**config.mk**
```make
export PLATFORM = sky130hd
export DESIGN_NAME = rolled_xor_image_unpacker
export DESIGN_NICKNAME = d
export VERILOG_FILES = /design/src/design/rxu_pkg.sv /design/src/design/rxu_front.sv /design/src/design/rxu_queue.sv /design/src/design/rxu_back.sv /design/src/design/rolled_xor_image_unpacker.sv
export SDC_FILE = /design/constraint.sdc
export NUM_CORES = 1
export LEC_CHECK = 0
export BUFFER_PORTS_ARGS = -buffer_cell sky130_fd_sc_hd__buf_2
export CAP_MARGIN = 20
export CELL_PAD_IN_SITES_DETAIL_PLACEMENT = 1
export CELL_PAD_IN_SITES_GLOBAL_PLACEMENT = 2
export CORE_MARGIN = 5
export CORE_UTILIZATION = 36
export DETAILED_ROUTE_END_ITERATION = 7
export PLACE_DENSITY_LB_ADDON = 0.1
export SLEW_MARGIN = 20
export SYNTH_ARGS = -nofsm -noshare
export SYNTH_HDL_FRONTEND = slang
export SYNTH_SLANG_ARGS = --single-unit
```
**constraint.sdc**
```tcl
create_clock -name clk -period 3.6 [get_ports clk]
set_input_delay 0.36 -clock clk [delete_from_list [all_inputs] [get_ports clk]]
set_output_delay 0.36 -clock clk [all_outputs]
set_load 0.02 [all_outputs]
```
**src/design/rxu_pkg.sv**
```systemverilog
// Shared types, constants and helper functions of the rolled-XOR image unpacker.
package rxu_pkg;

  // Image layout
  localparam int PAGE_BYTES   = 256;
  localparam int SECTOR_BYTES = 512;
  localparam int SIG_LEN      = 10;
  localparam int DATA_START   = 4 * SECTOR_BYTES;
  localparam int HDR_BASE     = DATA_START - 48;

  localparam int HDR_POS_W  = $clog2(DATA_START);
  localparam int PAGE_IDX_W = $clog2(PAGE_BYTES);
  localparam int SIG_IDX_W  = $clog2(SIG_LEN);
  localparam int PAGES_W    = 17;
  localparam int ADDR_W     = 24;
  localparam int SUM_W      = 16;

  localparam logic [PAGES_W-1:0] PAGES_WRAP = PAGES_W'(65536);

  // Header field offsets
  localparam logic [HDR_POS_W-1:0] POS_ADDR_HI  = HDR_POS_W'(HDR_BASE);
  localparam logic [HDR_POS_W-1:0] POS_ADDR_MID = HDR_POS_W'(HDR_BASE + 1);
  localparam logic [HDR_POS_W-1:0] POS_ADDR_LO  = HDR_POS_W'(HDR_BASE + 2);
  localparam logic [HDR_POS_W-1:0] POS_PAGES_HI = HDR_POS_W'(HDR_BASE + 3);
  localparam logic [HDR_POS_W-1:0] POS_PAGES_LO = HDR_POS_W'(HDR_BASE + 4);
  localparam logic [HDR_POS_W-1:0] POS_SIG_LAST = HDR_POS_W'(SIG_LEN - 1);
  localparam logic [HDR_POS_W-1:0] POS_HDR_LAST = HDR_POS_W'(DATA_START - 1);
  localparam logic [PAGE_IDX_W-1:0] IDX_LAST    = PAGE_IDX_W'(PAGE_BYTES - 1);

  // Queue
  localparam int QUEUE_DEPTH = 4;
  localparam int QPTR_W      = $clog2(QUEUE_DEPTH);
  localparam int QCNT_W      = $clog2(QUEUE_DEPTH + 1);

  // Entry kinds
  localparam logic [1:0] KIND_ADDR_HI  = 2'd0;
  localparam logic [1:0] KIND_ADDR_MID = 2'd1;
  localparam logic [1:0] KIND_ADDR_LO  = 2'd2;
  localparam logic [1:0] KIND_DATA     = 2'd3;

  typedef struct packed {
    logic [1:0] kind;
    logic [7:0] data;
    logic       page_end;
    logic       image_done;
    logic       key_missing;
  } entry_t;

  function automatic logic [7:0] rol1(input logic [7:0] b);
    rol1 = {b[6:0], b[7]};
  endfunction

  // Signature "[settings]"
  function automatic logic [7:0] sig_char(input logic [SIG_IDX_W-1:0] idx);
    case (idx)
      SIG_IDX_W'(0): sig_char = 8'h5B;
      SIG_IDX_W'(1): sig_char = 8'h73;
      SIG_IDX_W'(2): sig_char = 8'h65;
      SIG_IDX_W'(3): sig_char = 8'h74;
      SIG_IDX_W'(4): sig_char = 8'h74;
      SIG_IDX_W'(5): sig_char = 8'h69;
      SIG_IDX_W'(6): sig_char = 8'h6E;
      SIG_IDX_W'(7): sig_char = 8'h67;
      SIG_IDX_W'(8): sig_char = 8'h73;
      SIG_IDX_W'(9): sig_char = 8'h5D;
      default:       sig_char = 8'h00;
    endcase
  endfunction

endpackage

```
**src/design/rxu_front.sv**
```systemverilog
// Front end: key recovery, byte decoding, header parsing and page counting.
module rxu_front import rxu_pkg::*; (
  input  logic       clk,
  input  logic       rst,
  input  logic       file_valid,
  output logic       file_stall,
  input  logic [7:0] file_byte,
  input  logic       q_full,
  output logic       push,
  output entry_t     push_entry
);

  logic [HDR_POS_W-1:0]  hdr_pos;
  logic                  in_data;
  logic [PAGE_IDX_W-1:0] page_idx;
  logic                  plain_match;
  logic                  rolled_match;
  logic [7:0]            rolled_key;
  logic [7:0]            active_key;
  logic                  key_lost;
  logic [7:0]            pages_hi;
  logic [PAGES_W-1:0]    pages_left;
  logic                  finished;

  logic       accept;
  logic       in_sig;
  logic [7:0] rolled;
  logic [7:0] ch;
  logic [7:0] decoded;
  logic       plain_now;
  logic       rolled_now;
  logic       last_in_page;
  logic [PAGES_W-1:0] pages_loaded;

  // Classify the current byte
  always_comb begin
    file_stall   = q_full;
    accept       = file_valid && !q_full;
    in_sig       = !in_data && (hdr_pos < HDR_POS_W'(SIG_LEN));
    rolled       = rol1(file_byte);
    ch           = sig_char(hdr_pos[SIG_IDX_W-1:0]);
    decoded      = (active_key == 8'h00) ? file_byte : (rolled ^ active_key);
    plain_now    = plain_match && (file_byte == ch);
    rolled_now   = rolled_match && ((rolled ^ rolled_key) == ch);
    last_in_page = (page_idx == IDX_LAST);
    pages_loaded = {1'b0, pages_hi, decoded};
    if (pages_loaded == '0) begin
      pages_loaded = PAGES_WRAP;
    end

    push_entry.data        = decoded;
    push_entry.page_end    = last_in_page;
    push_entry.image_done  = last_in_page && (pages_left == PAGES_W'(1));
    push_entry.key_missing = key_lost;
    push_entry.kind        = KIND_DATA;
    push                   = 1'b0;
    if (accept && !finished) begin
      if (in_data) begin
        push = 1'b1;
      end else if (hdr_pos == POS_ADDR_HI) begin
        push            = 1'b1;
        push_entry.kind = KIND_ADDR_HI;
      end else if (hdr_pos == POS_ADDR_MID) begin
        push            = 1'b1;
        push_entry.kind = KIND_ADDR_MID;
      end else if (hdr_pos == POS_ADDR_LO) begin
        push            = 1'b1;
        push_entry.kind = KIND_ADDR_LO;
      end
    end
  end

  // Advance position, key and page state on each accepted beat before the image is finished
  always_ff @(posedge clk) begin
    if (rst) begin
      hdr_pos      <= '0;
      in_data      <= 1'b0;
      page_idx     <= '0;
      plain_match  <= 1'b1;
      rolled_match <= 1'b1;
      rolled_key   <= 8'h00;
      active_key   <= 8'h00;
      key_lost     <= 1'b0;
      pages_hi     <= 8'h00;
      pages_left   <= '0;
      finished     <= 1'b0;
    end else if (accept && !finished) begin
      if (in_data) begin
        if (last_in_page) begin
          page_idx   <= '0;
          pages_left <= pages_left - PAGES_W'(1);
          if (pages_left == PAGES_W'(1)) begin
            finished <= 1'b1;
          end
        end else begin
          page_idx <= page_idx + PAGE_IDX_W'(1);
        end
      end else begin
        hdr_pos <= hdr_pos + HDR_POS_W'(1);
        if (hdr_pos == POS_HDR_LAST) begin
          in_data <= 1'b1;
        end
        if (in_sig) begin
          plain_match <= plain_now;
          if (hdr_pos == '0) begin
            rolled_key   <= rolled ^ ch;
            rolled_match <= ((rolled ^ ch) != 8'h00);
          end else begin
            rolled_match <= rolled_now;
          end
          if (hdr_pos == POS_SIG_LAST) begin
            if (plain_now) begin
              active_key <= 8'h00;
              key_lost   <= 1'b0;
            end else if (rolled_now) begin
              active_key <= rolled_key;
              key_lost   <= 1'b0;
            end else begin
              active_key <= 8'h00;
              key_lost   <= 1'b1;
            end
          end
        end
        if (hdr_pos == POS_PAGES_HI) begin
          pages_hi <= decoded;
        end
        if (hdr_pos == POS_PAGES_LO) begin
          pages_left <= pages_loaded;
        end
      end
    end
  end

endmodule

```
**src/design/rxu_queue.sv**
```systemverilog
// Short queue of classified entries between front and back end.
module rxu_queue import rxu_pkg::*; (
  input  logic   clk,
  input  logic   rst,
  input  logic   push,
  input  entry_t push_entry,
  input  logic   pop,
  output entry_t head,
  output logic   not_empty,
  output logic   full
);

  entry_t             slots [QUEUE_DEPTH];
  logic [QPTR_W-1:0]  wr_ptr;
  logic [QPTR_W-1:0]  rd_ptr;
  logic [QCNT_W-1:0]  count;

  always_comb begin
    head      = slots[rd_ptr];
    not_empty = (count != '0);
    full      = (count == QCNT_W'(QUEUE_DEPTH));
  end

  // Store entries
  always_ff @(posedge clk) begin
    if (push) begin
      slots[wr_ptr] <= push_entry;
    end
  end

  // Move pointers and fill count
  always_ff @(posedge clk) begin
    if (rst) begin
      wr_ptr <= '0;
      rd_ptr <= '0;
      count  <= '0;
    end else begin
      if (push) begin
        wr_ptr <= wr_ptr + QPTR_W'(1);
      end
      if (pop) begin
        rd_ptr <= rd_ptr + QPTR_W'(1);
      end
      if (push && !pop) begin
        count <= count + QCNT_W'(1);
      end else if (pop && !push) begin
        count <= count - QCNT_W'(1);
      end
    end
  end

endmodule

```
**src/design/rxu_back.sv**
```systemverilog
// Back end: flash address tracking, running sum and output register.
module rxu_back import rxu_pkg::*; (
  input  logic              clk,
  input  logic              rst,
  input  entry_t            head,
  input  logic              not_empty,
  output logic              pop,
  output logic              page_valid,
  input  logic              page_stall,
  output logic [7:0]        page_byte,
  output logic [ADDR_W-1:0] flash_address,
  output logic              page_end,
  output logic              image_done,
  output logic [SUM_W-1:0]  running_sum,
  output logic              key_missing
);

  logic [ADDR_W-1:0] next_address;
  logic [SUM_W-1:0]  sum_register;

  logic             slot_free;
  logic             pop_data;
  logic [SUM_W-1:0] sum_next;

  always_comb begin
    slot_free = !page_valid || !page_stall;
    pop       = not_empty && ((head.kind != KIND_DATA) || slot_free);
    pop_data  = pop && (head.kind == KIND_DATA);
    sum_next  = sum_register + SUM_W'(head.data);
  end

  // Hold the beat until taken, load the next one
  always_ff @(posedge clk) begin
    if (rst) begin
      page_valid <= 1'b0;
    end else if (slot_free) begin
      page_valid <= pop_data;
    end
  end

  always_ff @(posedge clk) begin
    if (pop_data) begin
      page_byte     <= head.data;
      flash_address <= next_address;
      page_end      <= head.page_end;
      image_done    <= head.image_done;
      running_sum   <= sum_next;
      key_missing   <= head.key_missing;
    end
  end

  // Update address and sum
  always_ff @(posedge clk) begin
    if (rst) begin
      next_address <= '0;
      sum_register <= '0;
    end else if (pop) begin
      unique case (head.kind)
        KIND_ADDR_HI:  next_address <= {head.data, 16'h0000};
        KIND_ADDR_MID: next_address <= next_address | {8'h00, head.data, 8'h00};
        KIND_ADDR_LO:  next_address <= next_address | {16'h0000, head.data};
        KIND_DATA: begin
          next_address <= next_address + ADDR_W'(1);
          sum_register <= sum_next;
        end
      endcase
    end
  end

endmodule

```
**src/design/rolled_xor_image_unpacker.sv**
```systemverilog
// Rolled-XOR image unpacker top level.
//
// Input channel file_valid / file_stall / file_byte carries the raw bytes of an
// update file in file order, one per beat. The first ten bytes select the key,
// bytes 2000 to 2004 give the flash start address and page count, and every
// byte from offset 2048 on leaves as one beat on the output channel
// page_valid / page_stall with its decoded value, flash address, page and image
// end marks, running 16-bit sum and the missing-key flag. Header bytes give
// no output beat; bytes after the last page are taken and dropped.
// Throughput is one byte per cycle on both channels while neither side stalls.
// A data byte taken from the file channel is written into the four-entry queue
// between the decoding front end and the address and sum back end, and from
// there is loaded into the output register that drives page_valid.
// When the receiver stalls, the output beat holds; the queue absorbs up to four
// further bytes, after which file_stall rises until beats drain again.
// Synchronous reset clears key detection, position and page counters, the
// running sum, the queue and the output valid; the next byte is taken as
// the first byte of a new file.
module rolled_xor_image_unpacker import rxu_pkg::*; (
  input  logic              clk,
  input  logic              rst,
  input  logic              file_valid,
  output logic              file_stall,
  input  logic [7:0]        file_byte,
  output logic              page_valid,
  input  logic              page_stall,
  output logic [7:0]        page_byte,
  output logic [ADDR_W-1:0] flash_address,
  output logic              page_end,
  output logic              image_done,
  output logic [SUM_W-1:0]  running_sum,
  output logic              key_missing
);

  logic   q_full;
  logic   q_not_empty;
  logic   push;
  logic   pop;
  entry_t push_entry;
  entry_t head;

  rxu_front u_front (
    .clk        (clk),
    .rst        (rst),
    .file_valid (file_valid),
    .file_stall (file_stall),
    .file_byte  (file_byte),
    .q_full     (q_full),
    .push       (push),
    .push_entry (push_entry)
  );

  rxu_queue u_queue (
    .clk        (clk),
    .rst        (rst),
    .push       (push),
    .push_entry (push_entry),
    .pop        (pop),
    .head       (head),
    .not_empty  (q_not_empty),
    .full       (q_full)
  );

  rxu_back u_back (
    .clk           (clk),
    .rst           (rst),
    .head          (head),
    .not_empty     (q_not_empty),
    .pop           (pop),
    .page_valid    (page_valid),
    .page_stall    (page_stall),
    .page_byte     (page_byte),
    .flash_address (flash_address),
    .page_end      (page_end),
    .image_done    (image_done),
    .running_sum   (running_sum),
    .key_missing   (key_missing)
  );

  // The last byte of the image always closes a page
  assert property (@(posedge clk) disable iff (rst)
    page_valid |-> (!image_done || page_end))
    else $error("image_done without page_end");

  // Nothing follows the final beat of the image
  assert property (@(posedge clk) disable iff (rst)
    (page_valid && !page_stall && image_done) |=> !page_valid)
    else $error("beat after image_done");

  // The front end never writes into a full queue
  assert property (@(posedge clk) disable iff (rst)
    push |-> !q_full)
    else $error("queue overflow");

  // The back end never reads an empty queue
  assert property (@(posedge clk) disable iff (rst)
    pop |-> q_not_empty)
    else $error("queue underflow");

endmodule

```
# Word-level counts from Yosys, hierarchy flattened
# Memory sizes are Yosys's and may differ from the RTL's. A register that Yosys moved wholly into a read port is not among the register bits.
# Cells that the tools add are included.
# op_classes
reduce_logical,36
n_eq_ne,17
bitwise,6
n_addsub,9
mux,32
magnitude_cmp,1
# ops
cell,n
case mux 24 bit (4 select lines),1
two-way mux 17 bit,4
"equality test 11 bit, second input constant",6
two-way mux 8 bit,4
"adder 24 x 1 -> 24 bit, second input constant",1
OR 24 x 16 -> 24 bit,1
OR 24 x 8 -> 24 bit,1
XOR 8 bit,3
"equality test 17 x 1 -> 1 bit, second input constant",1
"subtractor 17 x 1 -> 17 bit, second input constant",1
adder 16 x 8 -> 16 bit,1
equality test 8 bit,2
zero test 16 bit,1
two-way mux 1 bit,13
two-way mux 2 bit,6
AND reduction 4 bit,3
"adder 11 x 1 -> 11 bit, second input constant",1
"equality test 11 x 4 -> 1 bit, second input constant",1
zero test 11 bit,1
"less-than comparator 11 x 4 -> 1 bit, second input constant",1
logical AND 1 bit,10
AND reduction 3 bit,3
"adder 8 x 1 -> 8 bit, second input constant",1
"equality test 8 bit, second input constant",1
other kinds (18),33
# totals
out_inout_bits,53
regBits,164
mem_bits_rw,52
in_bits,12
mem_bits_ro,112
n_memories,2
word_cells,126
# mem_list
memory,words,width,read_ports,rd_ports_with_merged_regs,write_ports,line,text
(name not given),16,7,1,1,0,rxu_pkg.sv:55,case (idx)
u_queue.slots,4,13,1,1,1,rxu_queue.sv:13,entry_t slots [QUEUE_DEPTH];

# Depth between registers and ports, before layout
# depth
ltp_word,10
ltp_mapped,11
ltp_nobuf,11

# Hierarchy
# Synthesis repeated with hierarchy kept, for this count alone.
# unflattened
hier_cells,1091
area_unflattened_um2,11219.5
# modules_own_cells
module,cells_per_inst,area_each_um2,seq_area_each_um2,instances
rxu_back,472,4778.3,2352.3,1
rxu_front,508,4129.0,1441.4,1
rxu_queue,111,2312.2,1741.7,1

# Least setup slack after synthesis
# Ideal clock, no wire load.
# synth_timing
path_type,flip-flop to flip-flop
start,register with a tool-made name
end,register u_back.sum_register[7]
synth_period_minus_slack_ns,3.727
path_slack_ns,-0.127
t_required_ns,3.468
arrival_ns,3.595
setup_ns,0.132
n_path_buf,2
path_stages_with_launch,9
path_cell_list,dfxtp_1 buf_2 mux4_2 ha_1 nand3_1 buf_2 clkinv_1 a41oi_1 a31oi_1
# synth_lines
element,line,text
to (signal assigned),rxu_back.sv:64,sum_register <= sum_next;
to (decl),rxu_back.sv:19,logic [SUM_W-1:0] sum_register;

==> results.ini <==
[timing]
relSlewSlack_pct = 29.6
rsz0062_at_grt = no
hold_viol_final = 0
fmax_mhz = 313
tns_ps = 0
holdWs_ps = 157
finClkSkew_ps = 15.5
fin_crit_ps = 3200
setup_viol = 0
worstMarginPinSlew_ps = 1050
fin_crit_sh_pct = 88.8
drv_slew = 0

[clock_network]
cts_root_buf = clkbuf_16
clock_latency_ps = 520
clock_sinks = 225
htreeDepth = 1
postCtsSetupBuffers = 0
cts_tree = done
path_clk_slew_ps = 60
clk_path_buf_depth = 3
cts-buffers-inserted = 26

[detailed_routing]
vias = 8560
drc = 0
wl_per_cell_um = 19.8
wl_met1_um = 14400
route.met3.wl_um = 1040
drt_iter0_markers = 432
post_drt_via_cell_ratio = 5.47
wl_met2_um = 14800
wirelength_um = 30900
drt_first_pass_iters = 4
highest_layer = met5
route.antenna.remaining_nets = 0

[yosys]
ys_warn_count = 0
syn_nets = 1130
synth_edf_count = 103
synth_cells = 1086
yosys.cell_count.top_type = dfxtp_1
synthFlopType = dfxtp_1
syn_avg_cell_area_um2 = 10.2
syn_area_um2 = 11100
synth.distinct_cells = 79
synth_top_area_share_pct = 27.8
async_flop_share_pct = 0
ys_seq_area_share_pct = 49.8
ys_top_cells_by_area = edfxtp_1, dfxtp_1, a21oi_1
yosys.area.top_type = edfxtp_1
synth-seq-cells = 225
synthTopCellsByCount = dfxtp_1, edfxtp_1, nand2_1, a21oi_1, nor2_1

[worst_setup_path]
path_class = reg2reg
worstPathArrival_ps = 3600
critical_path_required_ps = 4010
cp-start-kind = register
path_max_fanout = 9
cp-end-kind = register

[finish]
diodes = 0
utilization_pct = 41.9
instances_no_fill = 1564
drive_gt1_share_pct = 14.8
layout.nets = 1193
syn2layout_area_growth_pct = 15.0

[power]
p_per_area_nw_per_um2 = 570
ir_worst_vdd_mv = 0.355
p_leak_uw = 0.00466

[place]
io_buffers = 64
dp_cells = 1517
dp_hpwl_um = 21800
place.gp.congestion = 0.802

[global_routing]
grt_usage_pct = 17.8
grt_pass1_wl_um = 49600
antenna_found_initial = 1
grt_max_degree = 50
grt_overflow = 0
grt_pass1_vias = 8777

[floorplanning]
initial_core_util_pct = 36.5
fp.dieH_um = 186
std_cell_rows = 64
fp.dieW_um = 186
fp.coreArea_um2 = 30500
io_pins = 65
die-area_um2 = 34500

[run]
cap_violations = 0

[status]
outcome = finished clean

[min_path]
hp-class = in2reg

==> critical path, stage by stage (launching register included) <==
cell       delay [ps]
dfxtp_2           520
mux4_2            670
ha_1              440
a21oi_1           340
nor2b_1            90
o21ai_1           480
a2111oi_0         230
mux2_2            310
==> power by group <==
group	internal (uW)	switching, uW	total (uW)
combinational	590	988	1580
clock	1620	1020	2640
sequential	2890	185	3070
==> layout by cell type, fill, tap and decap left out, types with 19 or more instances in the layout <==
master / instances
buf_4: 28
o21ai_0: 56
nand3_1: 35
a21oi_1: 82
clkbuf_16: 27
ha_1: 30
inv_1: 31
xnor2_1: 21
nand2_1: 90
nor2b_1: 19
nand4_1: 33
xor2_1: 36
nor2_1: 76
nor3_1: 37
edfxtp_1: 103
nor4_1: 22
dfxtp_1: 121
buf_2: 63
==> layer usage <==
layer,global-route usage (%),vias up
met4,4.11,2
met5,0,-
li1,-,4180
met2,30.4,115
met1,24.2,4215
met3,2.40,48
==> per-stage QoR <==
stage / worst slack [ps] / area (um2) / power [uW]
finish: 405 / 12800 / 7300
detailed placement: 176 / 11900 / 4720
global route: 135 / 12800 / 7660
CTS: 155 / 12800 / 7390
global placement: 299 / 11900 / 4700
floorplan: 359 / 11100 / 4170
==> flip-flops by register name, indices dropped and copies added, names as in the netlist, 2 cells and up, named ones only <==
signal / flops
u_back.running_sum: 16
u_back.flash_address: 24
u_front.pages_hi: 8
u_queue.slots: 52
u_back.next_address: 24
u_front.rolled_key: 8
u_queue.count: 3
u_front.hdr_pos: 11
u_queue.rd_ptr: 2
u_front.page_idx: 8
u_front.ch: 7
u_back.sum_register: 16
u_front.pages_left: 17
u_queue.wr_ptr: 2
u_back.page_byte: 8
u_front.active_key: 8
==> cells by family (layout without fill, tap and decap cells) <==
family / count (synthesis) / in the layout / synth area share (%)
AO/OA/AOI/OAI: 250 / 250 / 14.2
XOR/XNOR: 62 / 62 / 5.50
adder cells (fa/ha/maj): 32 / 32 / 3.74
buffers and inverters: 91 / 173 / 3.21
flip-flops: 225 / 225 / 49.8
multiplexers: 38 / 38 / 4.98
AND/OR/NAND/NOR: 388 / 388 / 18.6
==> cell type report <==
class                           instances  area (um2)
Tap cell                              396         495
Fill cell                            3388       17700
Timing Repair Buffer                   92         546
Sequential cell                       225        5540
Inverter                               34         129
Multi-Input combinational cell        770        5230
Clock buffer                           38         737
Clock inverter                          9         118
==> final timing paths <==
path / from / depth (start not counted) / slack [ps] / endpoint
setup / recovery: register / 7 / 400 / u_back.sum_register[15]$_SDFFE_PP0P_
hold / removal: page_stall / 3 / 160 / u_back.page_valid$_SDFFE_PP0P_
setup reg to reg: register / 7 / 400 / u_back.sum_register[15]$_SDFFE_PP0P_
hold reg to reg: u_back.sum_register[6]$_SDFFE_PP0P_ / 2 / 470 / u_back.sum_register[6]$_SDFFE_PP0P_
==> what timing repair did <==
item | in CTS | in global routing
setup endpoints to repair | 0 | 8
resized for setup | 0 | 1
hold buffers | 0 | 0
No activity file was read; power rests on OpenSTA's default activity.
